<file path="src/rtl/voxel_corner_occlusion_assert.svh">
// ----------------------------------------------------------------------------
// Assertion macros for voxel_corner_occlusion
// Short forms for clocked assertions, with and without the reset guard.
// ----------------------------------------------------------------------------
`ifndef VOXEL_CORNER_OCCLUSION_ASSERT_SVH
`define VOXEL_CORNER_OCCLUSION_ASSERT_SVH

// checked only out of reset
`define VCO_ASSERT(name, prop, msg) \
    name: assert property (@(posedge clk) disable iff (!rst_n) prop) else $error(msg);

// checked on every edge, reset included
`define VCO_ASSERT_ALWAYS(name, prop, msg) \
    name: assert property (@(posedge clk) prop) else $error(msg);

`endif

</file>
<file path="src/rtl/vco_pkg.sv">
// ----------------------------------------------------------------------------
// vco_pkg
// Shared types, constants and corner tables of the voxel corner occlusion block.
// ----------------------------------------------------------------------------
`default_nettype none

package vco_pkg;

    localparam int VCO_SHADE_BITS = 10;
    localparam int CELL_COUNT     = 27;
    localparam int CELL_W         = 5;
    localparam int CENTRE_CELL    = 13;
    localparam int FACE_W         = 3;
    localparam int CORNER_W       = 2;
    localparam int LIGHT_W        = 4;
    localparam int LIGHT_SUM_W    = 6;
    localparam int OCC_W          = 11;
    localparam int BRIGHT_W       = 10;
    localparam int OCC_CAP        = 1024;
    localparam int SOURCE_LIGHT   = 600;
    localparam int LAST_FACE      = 5;
    localparam int LAST_CORNER    = 3;
    localparam int LAST_TAP       = 3;

    typedef enum logic [1:0] {
        S_LOAD,
        S_READ,
        S_PUSH
    } vco_state_t;

    typedef struct packed {
        logic wr_en;
        logic start;
        logic step;
        logic push;
        logic next;
    } vco_cmd_t;

    typedef struct packed {
        logic tap_done;
        logic run_done;
        logic slot_free;
    } vco_sts_t;

    // corner cell, side cell, side cell for each face/corner
    localparam logic [CELL_W-1:0] TRI_CELL [24][3] = '{
        '{5'd0,  5'd1,  5'd3},  '{5'd2,  5'd1,  5'd5},
        '{5'd6,  5'd3,  5'd7},  '{5'd8,  5'd5,  5'd7},
        '{5'd18, 5'd19, 5'd21}, '{5'd20, 5'd19, 5'd23},
        '{5'd24, 5'd21, 5'd25}, '{5'd26, 5'd23, 5'd25},
        '{5'd6,  5'd7,  5'd15}, '{5'd8,  5'd7,  5'd17},
        '{5'd24, 5'd15, 5'd25}, '{5'd26, 5'd17, 5'd25},
        '{5'd0,  5'd1,  5'd9},  '{5'd2,  5'd1,  5'd11},
        '{5'd18, 5'd9,  5'd19}, '{5'd20, 5'd11, 5'd19},
        '{5'd0,  5'd3,  5'd9},  '{5'd6,  5'd3,  5'd15},
        '{5'd18, 5'd9,  5'd21}, '{5'd24, 5'd15, 5'd21},
        '{5'd2,  5'd5,  5'd11}, '{5'd8,  5'd5,  5'd17},
        '{5'd20, 5'd11, 5'd23}, '{5'd26, 5'd17, 5'd23}
    };

    // the fourth shading cell is the face middle, shared by all four corners
    localparam logic [CELL_W-1:0] FACE_MID [6] = '{
        5'd4, 5'd22, 5'd16, 5'd10, 5'd12, 5'd14
    };

    // tap 0..2: corner and sides; tap 3: face middle
    function automatic logic [CELL_W-1:0] cell_at(
        input logic [FACE_W-1:0]   f,
        input logic [CORNER_W-1:0] c,
        input logic [1:0]          k
    );
        logic [CELL_W-1:0] addr;
        addr = '0;
        if (f <= FACE_W'(LAST_FACE))
        begin
            if (k == 2'(LAST_TAP))
                addr = FACE_MID[f];
            else
                addr = TRI_CELL[{f, c}][k];
        end
        return addr;
    endfunction

endpackage

`default_nettype wire

</file>
<file path="src/rtl/voxel_corner_occlusion.sv">
// ----------------------------------------------------------------------------
// voxel_corner_occlusion
// Per-corner ambient occlusion and light of a 3x3x3 voxel neighbourhood.
// ----------------------------------------------------------------------------
// Input channel (in_valid/in_ready): one request loads one cell (cell_index,
// solid, light_level, shade); indexes above 26 write nothing. A request
// with last set loads its cell and then starts a run of 24 results,
// face-major, four corners per face; last_res marks the final one.
// Output channel (out_valid/out_ready) is backed by one output register.
// For each result the sequencer makes four single-port reads of the cell
// store (the corner, both sides and the face middle) and then pushes it.
// in_ready is low during a run and rises once the 24th result sits in the
// output register, while it still waits to be taken.
// A receiver stall holds the run in its push cycle; nothing is dropped.
// Reset clears the cell store to zeros (solid 0, light 0, shade 0), empties
// the output register and returns to loading.
// ----------------------------------------------------------------------------
`default_nettype none

`include "voxel_corner_occlusion_assert.svh"

module voxel_corner_occlusion
    import vco_pkg::*;
#(
    parameter int SHADE_BITS = VCO_SHADE_BITS
)
(
    input  wire logic                  clk,
    input  wire logic                  rst_n,
    input  wire logic                  in_valid,
    output logic                       in_ready,
    input  wire logic [CELL_W-1:0]     cell_index,
    input  wire logic                  solid,
    input  wire logic [LIGHT_W-1:0]    light_level,
    input  wire logic [SHADE_BITS-1:0] shade,
    input  wire logic                  last,
    output logic                       out_valid,
    input  wire logic                  out_ready,
    output logic [FACE_W-1:0]          face,
    output logic [CORNER_W-1:0]        corner,
    output logic [OCC_W-1:0]           occlusion,
    output logic [BRIGHT_W-1:0]        brightness,
    output logic                       last_res
);

    vco_cmd_t cmd;
    vco_sts_t sts;

    vco_ctrl u_ctrl (
        .clk      (clk),
        .rst_n    (rst_n),
        .in_valid (in_valid),
        .last     (last),
        .in_ready (in_ready),
        .sts      (sts),
        .cmd      (cmd)
    );

    vco_dp #(
        .SHADE_BITS (SHADE_BITS)
    ) u_dp (
        .clk         (clk),
        .rst_n       (rst_n),
        .cmd         (cmd),
        .sts         (sts),
        .cell_index  (cell_index),
        .solid       (solid),
        .light_level (light_level),
        .shade       (shade),
        .out_valid   (out_valid),
        .out_ready   (out_ready),
        .face        (face),
        .corner      (corner),
        .occlusion   (occlusion),
        .brightness  (brightness),
        .last_res    (last_res)
    );

    `VCO_ASSERT(a_push_slot_free, cmd.push |-> sts.slot_free, "push into a full output register")
    `VCO_ASSERT(a_last_res_corner, (out_valid && last_res) |-> (face == FACE_W'(LAST_FACE) && corner == CORNER_W'(LAST_CORNER)), "last_res on wrong corner")
    `VCO_ASSERT(a_occ_capped, out_valid |-> (occlusion <= OCC_W'(OCC_CAP)), "occlusion above cap")
    `VCO_ASSERT(a_run_blocks_load, (in_valid && in_ready && last) |=> !in_ready, "load taken during a run")
    `VCO_ASSERT_ALWAYS(a_reset_empty, !rst_n |=> !out_valid, "result shown right after reset")

endmodule

`default_nettype wire

</file>
<file path="src/rtl/vco_ctrl.sv">
// ----------------------------------------------------------------------------
// vco_ctrl
// Sequencer: cell loads, four-tap reads per corner, result push.
// ----------------------------------------------------------------------------
`default_nettype none

module vco_ctrl
    import vco_pkg::*;
(
    input  wire logic     clk,
    input  wire logic     rst_n,
    input  wire logic     in_valid,
    input  wire logic     last,
    output logic          in_ready,
    input  wire vco_sts_t sts,
    output vco_cmd_t      cmd
);

    vco_state_t state_reg;
    vco_state_t state_next;

    always_ff @(posedge clk or negedge rst_n)
    begin
        if (!rst_n)
            state_reg <= S_LOAD;
        else
            state_reg <= state_next;
    end

    always_comb
    begin
        state_next = state_reg;
        unique case (state_reg)
            S_LOAD:
            begin
                if (in_valid && last)
                    state_next = S_READ;
            end
            S_READ:
            begin
                if (sts.tap_done)
                    state_next = S_PUSH;
            end
            S_PUSH:
            begin
                if (sts.slot_free)
                    state_next = sts.run_done ? S_LOAD : S_READ;
            end
            default:
                state_next = S_LOAD;
        endcase
    end

    always_comb
    begin
        in_ready = 1'b0;
        cmd      = '0;
        unique case (state_reg)
            S_LOAD:
            begin
                in_ready  = 1'b1;
                cmd.wr_en = in_valid;
                cmd.start = in_valid && last;
            end
            S_READ:
                cmd.step = 1'b1;
            S_PUSH:
            begin
                cmd.push = sts.slot_free;
                cmd.next = sts.slot_free && !sts.run_done;
            end
            default:
                cmd = '0;
        endcase
    end

endmodule

`default_nettype wire

</file>
<file path="src/rtl/vco_dp.sv">
// ----------------------------------------------------------------------------
// vco_dp
// Cell stores, tap accumulators, occlusion/brightness math, output register.
// ----------------------------------------------------------------------------
`default_nettype none

module vco_dp
    import vco_pkg::*;
#(
    parameter int SHADE_BITS = VCO_SHADE_BITS
)
(
    input  wire logic                  clk,
    input  wire logic                  rst_n,
    input  wire vco_cmd_t              cmd,
    output vco_sts_t                   sts,
    input  wire logic [CELL_W-1:0]     cell_index,
    input  wire logic                  solid,
    input  wire logic [LIGHT_W-1:0]    light_level,
    input  wire logic [SHADE_BITS-1:0] shade,
    output logic                       out_valid,
    input  wire logic                  out_ready,
    output logic [FACE_W-1:0]          face,
    output logic [CORNER_W-1:0]        corner,
    output logic [OCC_W-1:0]           occlusion,
    output logic [BRIGHT_W-1:0]        brightness,
    output logic                       last_res
);

    localparam int SACC_W = SHADE_BITS + 2;
    localparam int SUM_W  = (SHADE_BITS + 3 > OCC_W) ? SHADE_BITS + 3 : OCC_W;

    logic                solid_mem_reg [CELL_COUNT];
    logic [LIGHT_W-1:0]  light_mem_reg [CELL_COUNT];
    logic [SHADE_BITS-1:0] shade_mem_reg [CELL_COUNT];

    logic [FACE_W-1:0]      face_reg,   face_next;
    logic [CORNER_W-1:0]    corner_reg, corner_next;
    logic [1:0]             tap_reg,    tap_next;
    logic [SACC_W-1:0]      sacc_reg,   sacc_next;
    logic [LIGHT_SUM_W-1:0] lacc_reg,   lacc_next;
    logic [2:0]             sol_reg,    sol_next;

    logic                   out_valid_reg, out_valid_next;
    logic [FACE_W-1:0]      out_face_reg;
    logic [CORNER_W-1:0]    out_corner_reg;
    logic [OCC_W-1:0]       out_occ_reg;
    logic [BRIGHT_W-1:0]    out_bright_reg;
    logic                   out_last_reg;

    logic [CELL_W-1:0]      rd_addr;
    logic                   rd_solid;
    logic [LIGHT_W-1:0]     rd_light;
    logic [SHADE_BITS-1:0]  rd_shade;
    logic [1:0]             curve;
    logic [SUM_W-1:0]       occ_sum;
    logic [OCC_W-1:0]       occ_val;
    logic [BRIGHT_W-1:0]    bright_val;
    logic                   source;
    logic                   run_done;

    // cell stores
    always_ff @(posedge clk or negedge rst_n)
    begin
        if (!rst_n)
        begin
            for (int i = 0; i < CELL_COUNT; i++)
            begin
                solid_mem_reg[i] <= 1'b0;
                light_mem_reg[i] <= '0;
                shade_mem_reg[i] <= '0;
            end
        end
        else if (cmd.wr_en && (cell_index < CELL_W'(CELL_COUNT)))
        begin
            solid_mem_reg[cell_index] <= solid;
            light_mem_reg[cell_index] <= light_level;
            shade_mem_reg[cell_index] <= shade;
        end
    end

    assign rd_addr  = cell_at(face_reg, corner_reg, tap_reg);
    assign rd_solid = solid_mem_reg[rd_addr];
    assign rd_light = light_mem_reg[rd_addr];
    assign rd_shade = shade_mem_reg[rd_addr];

    assign run_done = (face_reg == FACE_W'(LAST_FACE)) && (corner_reg == CORNER_W'(LAST_CORNER));

    // corner walk and tap accumulation
    always_comb
    begin
        face_next   = face_reg;
        corner_next = corner_reg;
        tap_next    = tap_reg;
        sacc_next   = sacc_reg;
        lacc_next   = lacc_reg;
        sol_next    = sol_reg;
        priority if (cmd.start)
        begin
            face_next   = '0;
            corner_next = '0;
            tap_next    = '0;
            sacc_next   = '0;
            lacc_next   = '0;
        end
        else if (cmd.step)
        begin
            tap_next  = tap_reg + 2'd1;
            sacc_next = sacc_reg + SACC_W'(rd_shade);
            lacc_next = lacc_reg + LIGHT_SUM_W'(rd_light);
            if (tap_reg != 2'(LAST_TAP))
                sol_next = {sol_reg[1:0], rd_solid};
        end
        else if (cmd.next)
        begin
            sacc_next   = '0;
            lacc_next   = '0;
            corner_next = corner_reg + CORNER_W'(1);
            if (corner_reg == CORNER_W'(LAST_CORNER))
                face_next = face_reg + FACE_W'(1);
        end
        else
            tap_next = tap_reg;
    end

    always_ff @(posedge clk or negedge rst_n)
    begin
        if (!rst_n)
        begin
            face_reg   <= '0;
            corner_reg <= '0;
            tap_reg    <= '0;
        end
        else
        begin
            face_reg   <= face_next;
            corner_reg <= corner_next;
            tap_reg    <= tap_next;
        end
    end

    always_ff @(posedge clk)
    begin
        sacc_reg <= sacc_next;
        lacc_reg <= lacc_next;
        sol_reg  <= sol_next;
    end

    // sol_reg: [2] corner, [1] side, [0] side
    always_comb
    begin
        if (sol_reg[1] && sol_reg[0])
            curve = 2'd3;
        else
            curve = 2'({1'b0, sol_reg[2]} + {1'b0, sol_reg[1]} + {1'b0, sol_reg[0]});
    end

    assign occ_sum = SUM_W'({curve, 8'b0}) + SUM_W'(sacc_reg);
    assign occ_val = (occ_sum > SUM_W'(OCC_CAP)) ? OCC_W'(OCC_CAP) : occ_sum[OCC_W-1:0];

    assign source     = light_mem_reg[CENTRE_CELL] == {LIGHT_W{1'b1}};
    assign bright_val = source ? BRIGHT_W'(SOURCE_LIGHT) : BRIGHT_W'(lacc_reg);

    // output register
    always_comb
    begin
        out_valid_next = out_valid_reg;
        priority if (cmd.push)
            out_valid_next = 1'b1;
        else if (out_ready)
            out_valid_next = 1'b0;
        else
            out_valid_next = out_valid_reg;
    end

    always_ff @(posedge clk or negedge rst_n)
    begin
        if (!rst_n)
            out_valid_reg <= 1'b0;
        else
            out_valid_reg <= out_valid_next;
    end

    always_ff @(posedge clk)
    begin
        if (cmd.push)
        begin
            out_face_reg   <= face_reg;
            out_corner_reg <= corner_reg;
            out_occ_reg    <= occ_val;
            out_bright_reg <= bright_val;
            out_last_reg   <= run_done;
        end
    end

    assign sts.tap_done  = tap_reg == 2'(LAST_TAP);
    assign sts.run_done  = run_done;
    assign sts.slot_free = !out_valid_reg || out_ready;

    assign out_valid  = out_valid_reg;
    assign face       = out_face_reg;
    assign corner     = out_corner_reg;
    assign occlusion  = out_occ_reg;
    assign brightness = out_bright_reg;
    assign last_res   = out_last_reg;

endmodule

`default_nettype wire
</file>
<file path="config.mk">
export PLATFORM = sky130hd
export DESIGN_NAME = voxel_corner_occlusion
export DESIGN_NICKNAME = d
export VERILOG_FILES = /design/src/rtl/vco_pkg.sv /design/src/rtl/voxel_corner_occlusion.sv /design/src/rtl/vco_ctrl.sv /design/src/rtl/vco_dp.sv
export VERILOG_INCLUDE_DIRS = /design/src /design/src/rtl
export SDC_FILE = /design/constraint.sdc
export NUM_CORES = 1
export LEC_CHECK = 0
export ABC_CLOCK_PERIOD_IN_PS = 9000
export BUFFER_PORTS_ARGS = -buffer_cell sky130_fd_sc_hd__buf_2
export CORE_ASPECT_RATIO = 0.8
export CORE_UTILIZATION = 67
export CTS_CLUSTER_DIAMETER = 60
export DETAILED_ROUTE_END_ITERATION = 7
export PLACE_DENSITY_LB_ADDON = 0.15
export SYNTH_ARGS = -nofsm -noshare
export SYNTH_HDL_FRONTEND = slang
export SYNTH_SLANG_ARGS = --single-unit
</file>
<file path="constraint.sdc">
create_clock -name clk -period 9 [get_ports clk]
set_input_delay 1.35 -clock clk [delete_from_list [all_inputs] [get_ports clk]]
set_output_delay 1.35 -clock clk [all_outputs]
set_load 0.05 [all_outputs]
</file>
==> run metrics <==
Fill cells=1980; Post-synth top cells=dfrtp_1, mux2_2, nand2_1; vias per cell=6.72; asr flop ratio synth=90.2%; CP endpoint kind=flop; Worst Tran Pin Value=1.17 ns; share of cells above drive strength 1=33.2%; Final ANT Viol Nets=0; Starting Density=69.0%; status=finished, final reports clean; Port Buffers=51; met2 Use GR=53.5%; GR met3 Demand/Resource=7.64%; CP Data Arrival Time=7.56 ns; Final HPWL DP=35.3 mm; Slowest-stage cell, CP=dfrtp_1; DRT iter0 DRCs=1248; Worst-path clk slew=0.06 ns; Mapped Cells=1751; Seq/Total Area, Yosys=52.6%; Routed WL=57.1 mm; met1 Track Usage GR=49.8%; worst hold start=u_dp.sol_reg[0]; CP Class=flop to flop; WHS Path Cells=0; unrepaired setup endpoints after global routing=false; mapped cell area=0.0220 mm²; DP Cell Count=2113; multi-input logic area=0.00976 mm²; final worst path period need=7.06 ns; largest net degree at the start of global routing=176; Worst Path Max Fanout=44; FF/Latch Area=0.0116 mm²; RD Place Congestion=0.942; DRC errors left=0; fin nets=1798; critical path's largest stage delay=1.04 ns; drt first pass iters=5; top cells by area, synth=dfrtp_1, mux2_2, edfxtp_1; Overall Power=0.00831 W; Std-Cell Rows=58; Die Span X=204 µm; Worst Hold Slack=0.453 ns; Reg2Reg Depth=21; Die Footprint=0.0335 mm²; DR WL/cell=25.9 µm; Place WS=2.16 ns; fin. max-slew vios=0; Root Driver=clkbuf_16; Yosys top cell area share=47.3%; Fin. Hold Viols=0; Layout area overhead=8.71%; CTS buffer count=46; core area=0.0319 mm²; Max Root-Sink Buffers=3; GRT Total Usage=35.1%; chip height=164 µm; worst path cell trace=ha_1 -> nand2b_1 -> nand2b_1 -> and2_4 -> and2_2 -> a22oi_1 -> o211ai_1 -> o211ai_1 -> nor4_1 -> ha_1 -> inv_1 -> fa_1 -> nor2b_1 -> o21ai_0 -> nand2b_1 -> a21oi_1 -> o21bai_1 -> a31oi_1 -> o21ai_0 -> mux2_2 -> nor2_1; GRT busiest layer=met2; Finish-stage setup viols=0; Hold Path End=u_dp.sol_reg[1]; final worst setup slack=1.94 ns; Clock Latency Late Sink=0.58 ns; fmax=142 MHz; Worst Path Required=9.50 ns; Ports=54; Max transition margin=21.9%; vias=14783; most used cell, CP=nand2b_1; Max Cap Violations=0; Final Cycle Share=78.4%; hold crit path type=flop to flop; Setup Fix Bufs, Post-CTS=0; post-CTS resize count=0; # H-tree levels=2; setup tns final=0 ns; syn_area_per_cell=12.5 µm²; max FFs per register=270; R2R setup slack=1.94 ns; CTS tree=built; Worst VDD drop=293 µV; first-pass GRT wire length=88.6 mm; worst reg2reg path endpoint=u_dp.sacc_reg[10]; Hold Buf Count CTS=0; vias in the first global route=15097; Finished Layout Cells=2201; Num Clock Sinks=460; clk_skew=0.0171 ns; most frequent cell after synthesis=dfrtp_1; Distinct cells, synth=68; dominant synthesized flop cell=dfrtp_1; critical path launch point type=flop; Critical R2R Launch=u_dp.face_reg[0]; PD cells=348 mW/mm²; EDFF count, synth=27; leading area contributor after synthesis=dfrtp_1; GR Overflow Total=0; P_leak=11.2 nW; total number of yosys warnings=0; initial antenna violation count=8; #FFs+latches synth=460
[metrics by stage]
step	cell area, µm²	utilization, %
finish	23900	75.0
detailed placement	22400	70.4
global placement	22400	70.4
CTS	23900	74.9
global route	23900	74.9
floorplan	22000	-
[cells by family after synthesis]
kind of cell,share of synthesized area [%]
fa+ha+maj,1.96
simple gates,6.87
xor+xnor,0.478
compound gates,8.65
mux,26.3
buf+inv,3.18
other cells,0.0171
flops,52.6
[critical path, delay by kind of cell, from the launching register on]
family,cells,cell delay (ns)
multiplexers,1,0.37
AND/OR/NAND/NOR,8,3.11
flip-flops,1,1.04
adder cells (fa/ha/maj),3,1.01
AO/OA/AOI/OAI,8,1.38
buffers and inverters,1,0.06
[per-layer routing]
metal,wire [µm],part of all wire [%],vias up
li1,-,-,6387
met1,24200,42,7654
met2,26100,46,599
met3,4850,8.5,137
met4,1830,3.2,6
met5,31,0.054,-
[cell usage in the layout (no fill, tap or decap), types with 13 or more instances in the layout]
| cell type | count |
|---|---|
| dfrtp_1 | 415 |
| mux2_2 | 414 |
| nand2_1 | 103 |
| mux2i_1 | 79 |
| o211ai_1 | 60 |
| nor2_1 | 59 |
| buf_2 | 50 |
| clkbuf_16 | 46 |
| a22oi_1 | 42 |
| a21oi_1 | 36 |
| o21ai_0 | 32 |
| nand3_1 | 29 |
| ha_1 | 28 |
| buf_4 | 28 |
| edfxtp_1 | 27 |
| nor2b_1 | 21 |
| inv_1 | 20 |
| a31oi_1 | 19 |
| a21o_1 | 18 |
| and3_1 | 18 |
| dfxtp_1 | 18 |
| o22ai_1 | 17 |
| a221o_1 | 16 |
| nor4_1 | 16 |
| mux4_2 | 14 |
| nand2b_1 | 13 |
[report_power, final]
group          internal (W)  switching, W
sequential          0.00265      0.000319
combinational       0.00133       0.00214
clock               0.00106      0.000813
total               0.00503       0.00328
[how the worst max path moves through the flow]
stage          slack, ns  depth (start not counted)               start           endpoint
4_1_cts             2.11                         21    u_dp.face_reg[0]  u_dp.sacc_reg[10]
3_3_place_gp        2.23                         23  u_dp.corner_reg[1]  u_dp.sacc_reg[10]
3_5_place_dp        2.16                         21  u_dp.corner_reg[1]  u_dp.sacc_reg[10]
6_report            1.94                         21    u_dp.face_reg[0]  u_dp.sacc_reg[10]
2_1_floorplan       3.90                         27  u_dp.corner_reg[1]  u_dp.sacc_reg[10]
5_1_grt             1.46                         21    u_dp.face_reg[0]  u_dp.sacc_reg[10]
[final cells by class]
type / instances / share of cell area [%]
clock inverter: 22 / 0.885
multi-input combinational: 1132 / 40.9
tap: 420 / 2.20
clock buffer: 58 / 5.18
sequential: 460 / 48.4
inverter: 21 / 0.330
timing repair buffer: 80 / 2.07
antenna: 8 / 0.0838
Note: power is estimated with default switching activity, not from simulation.
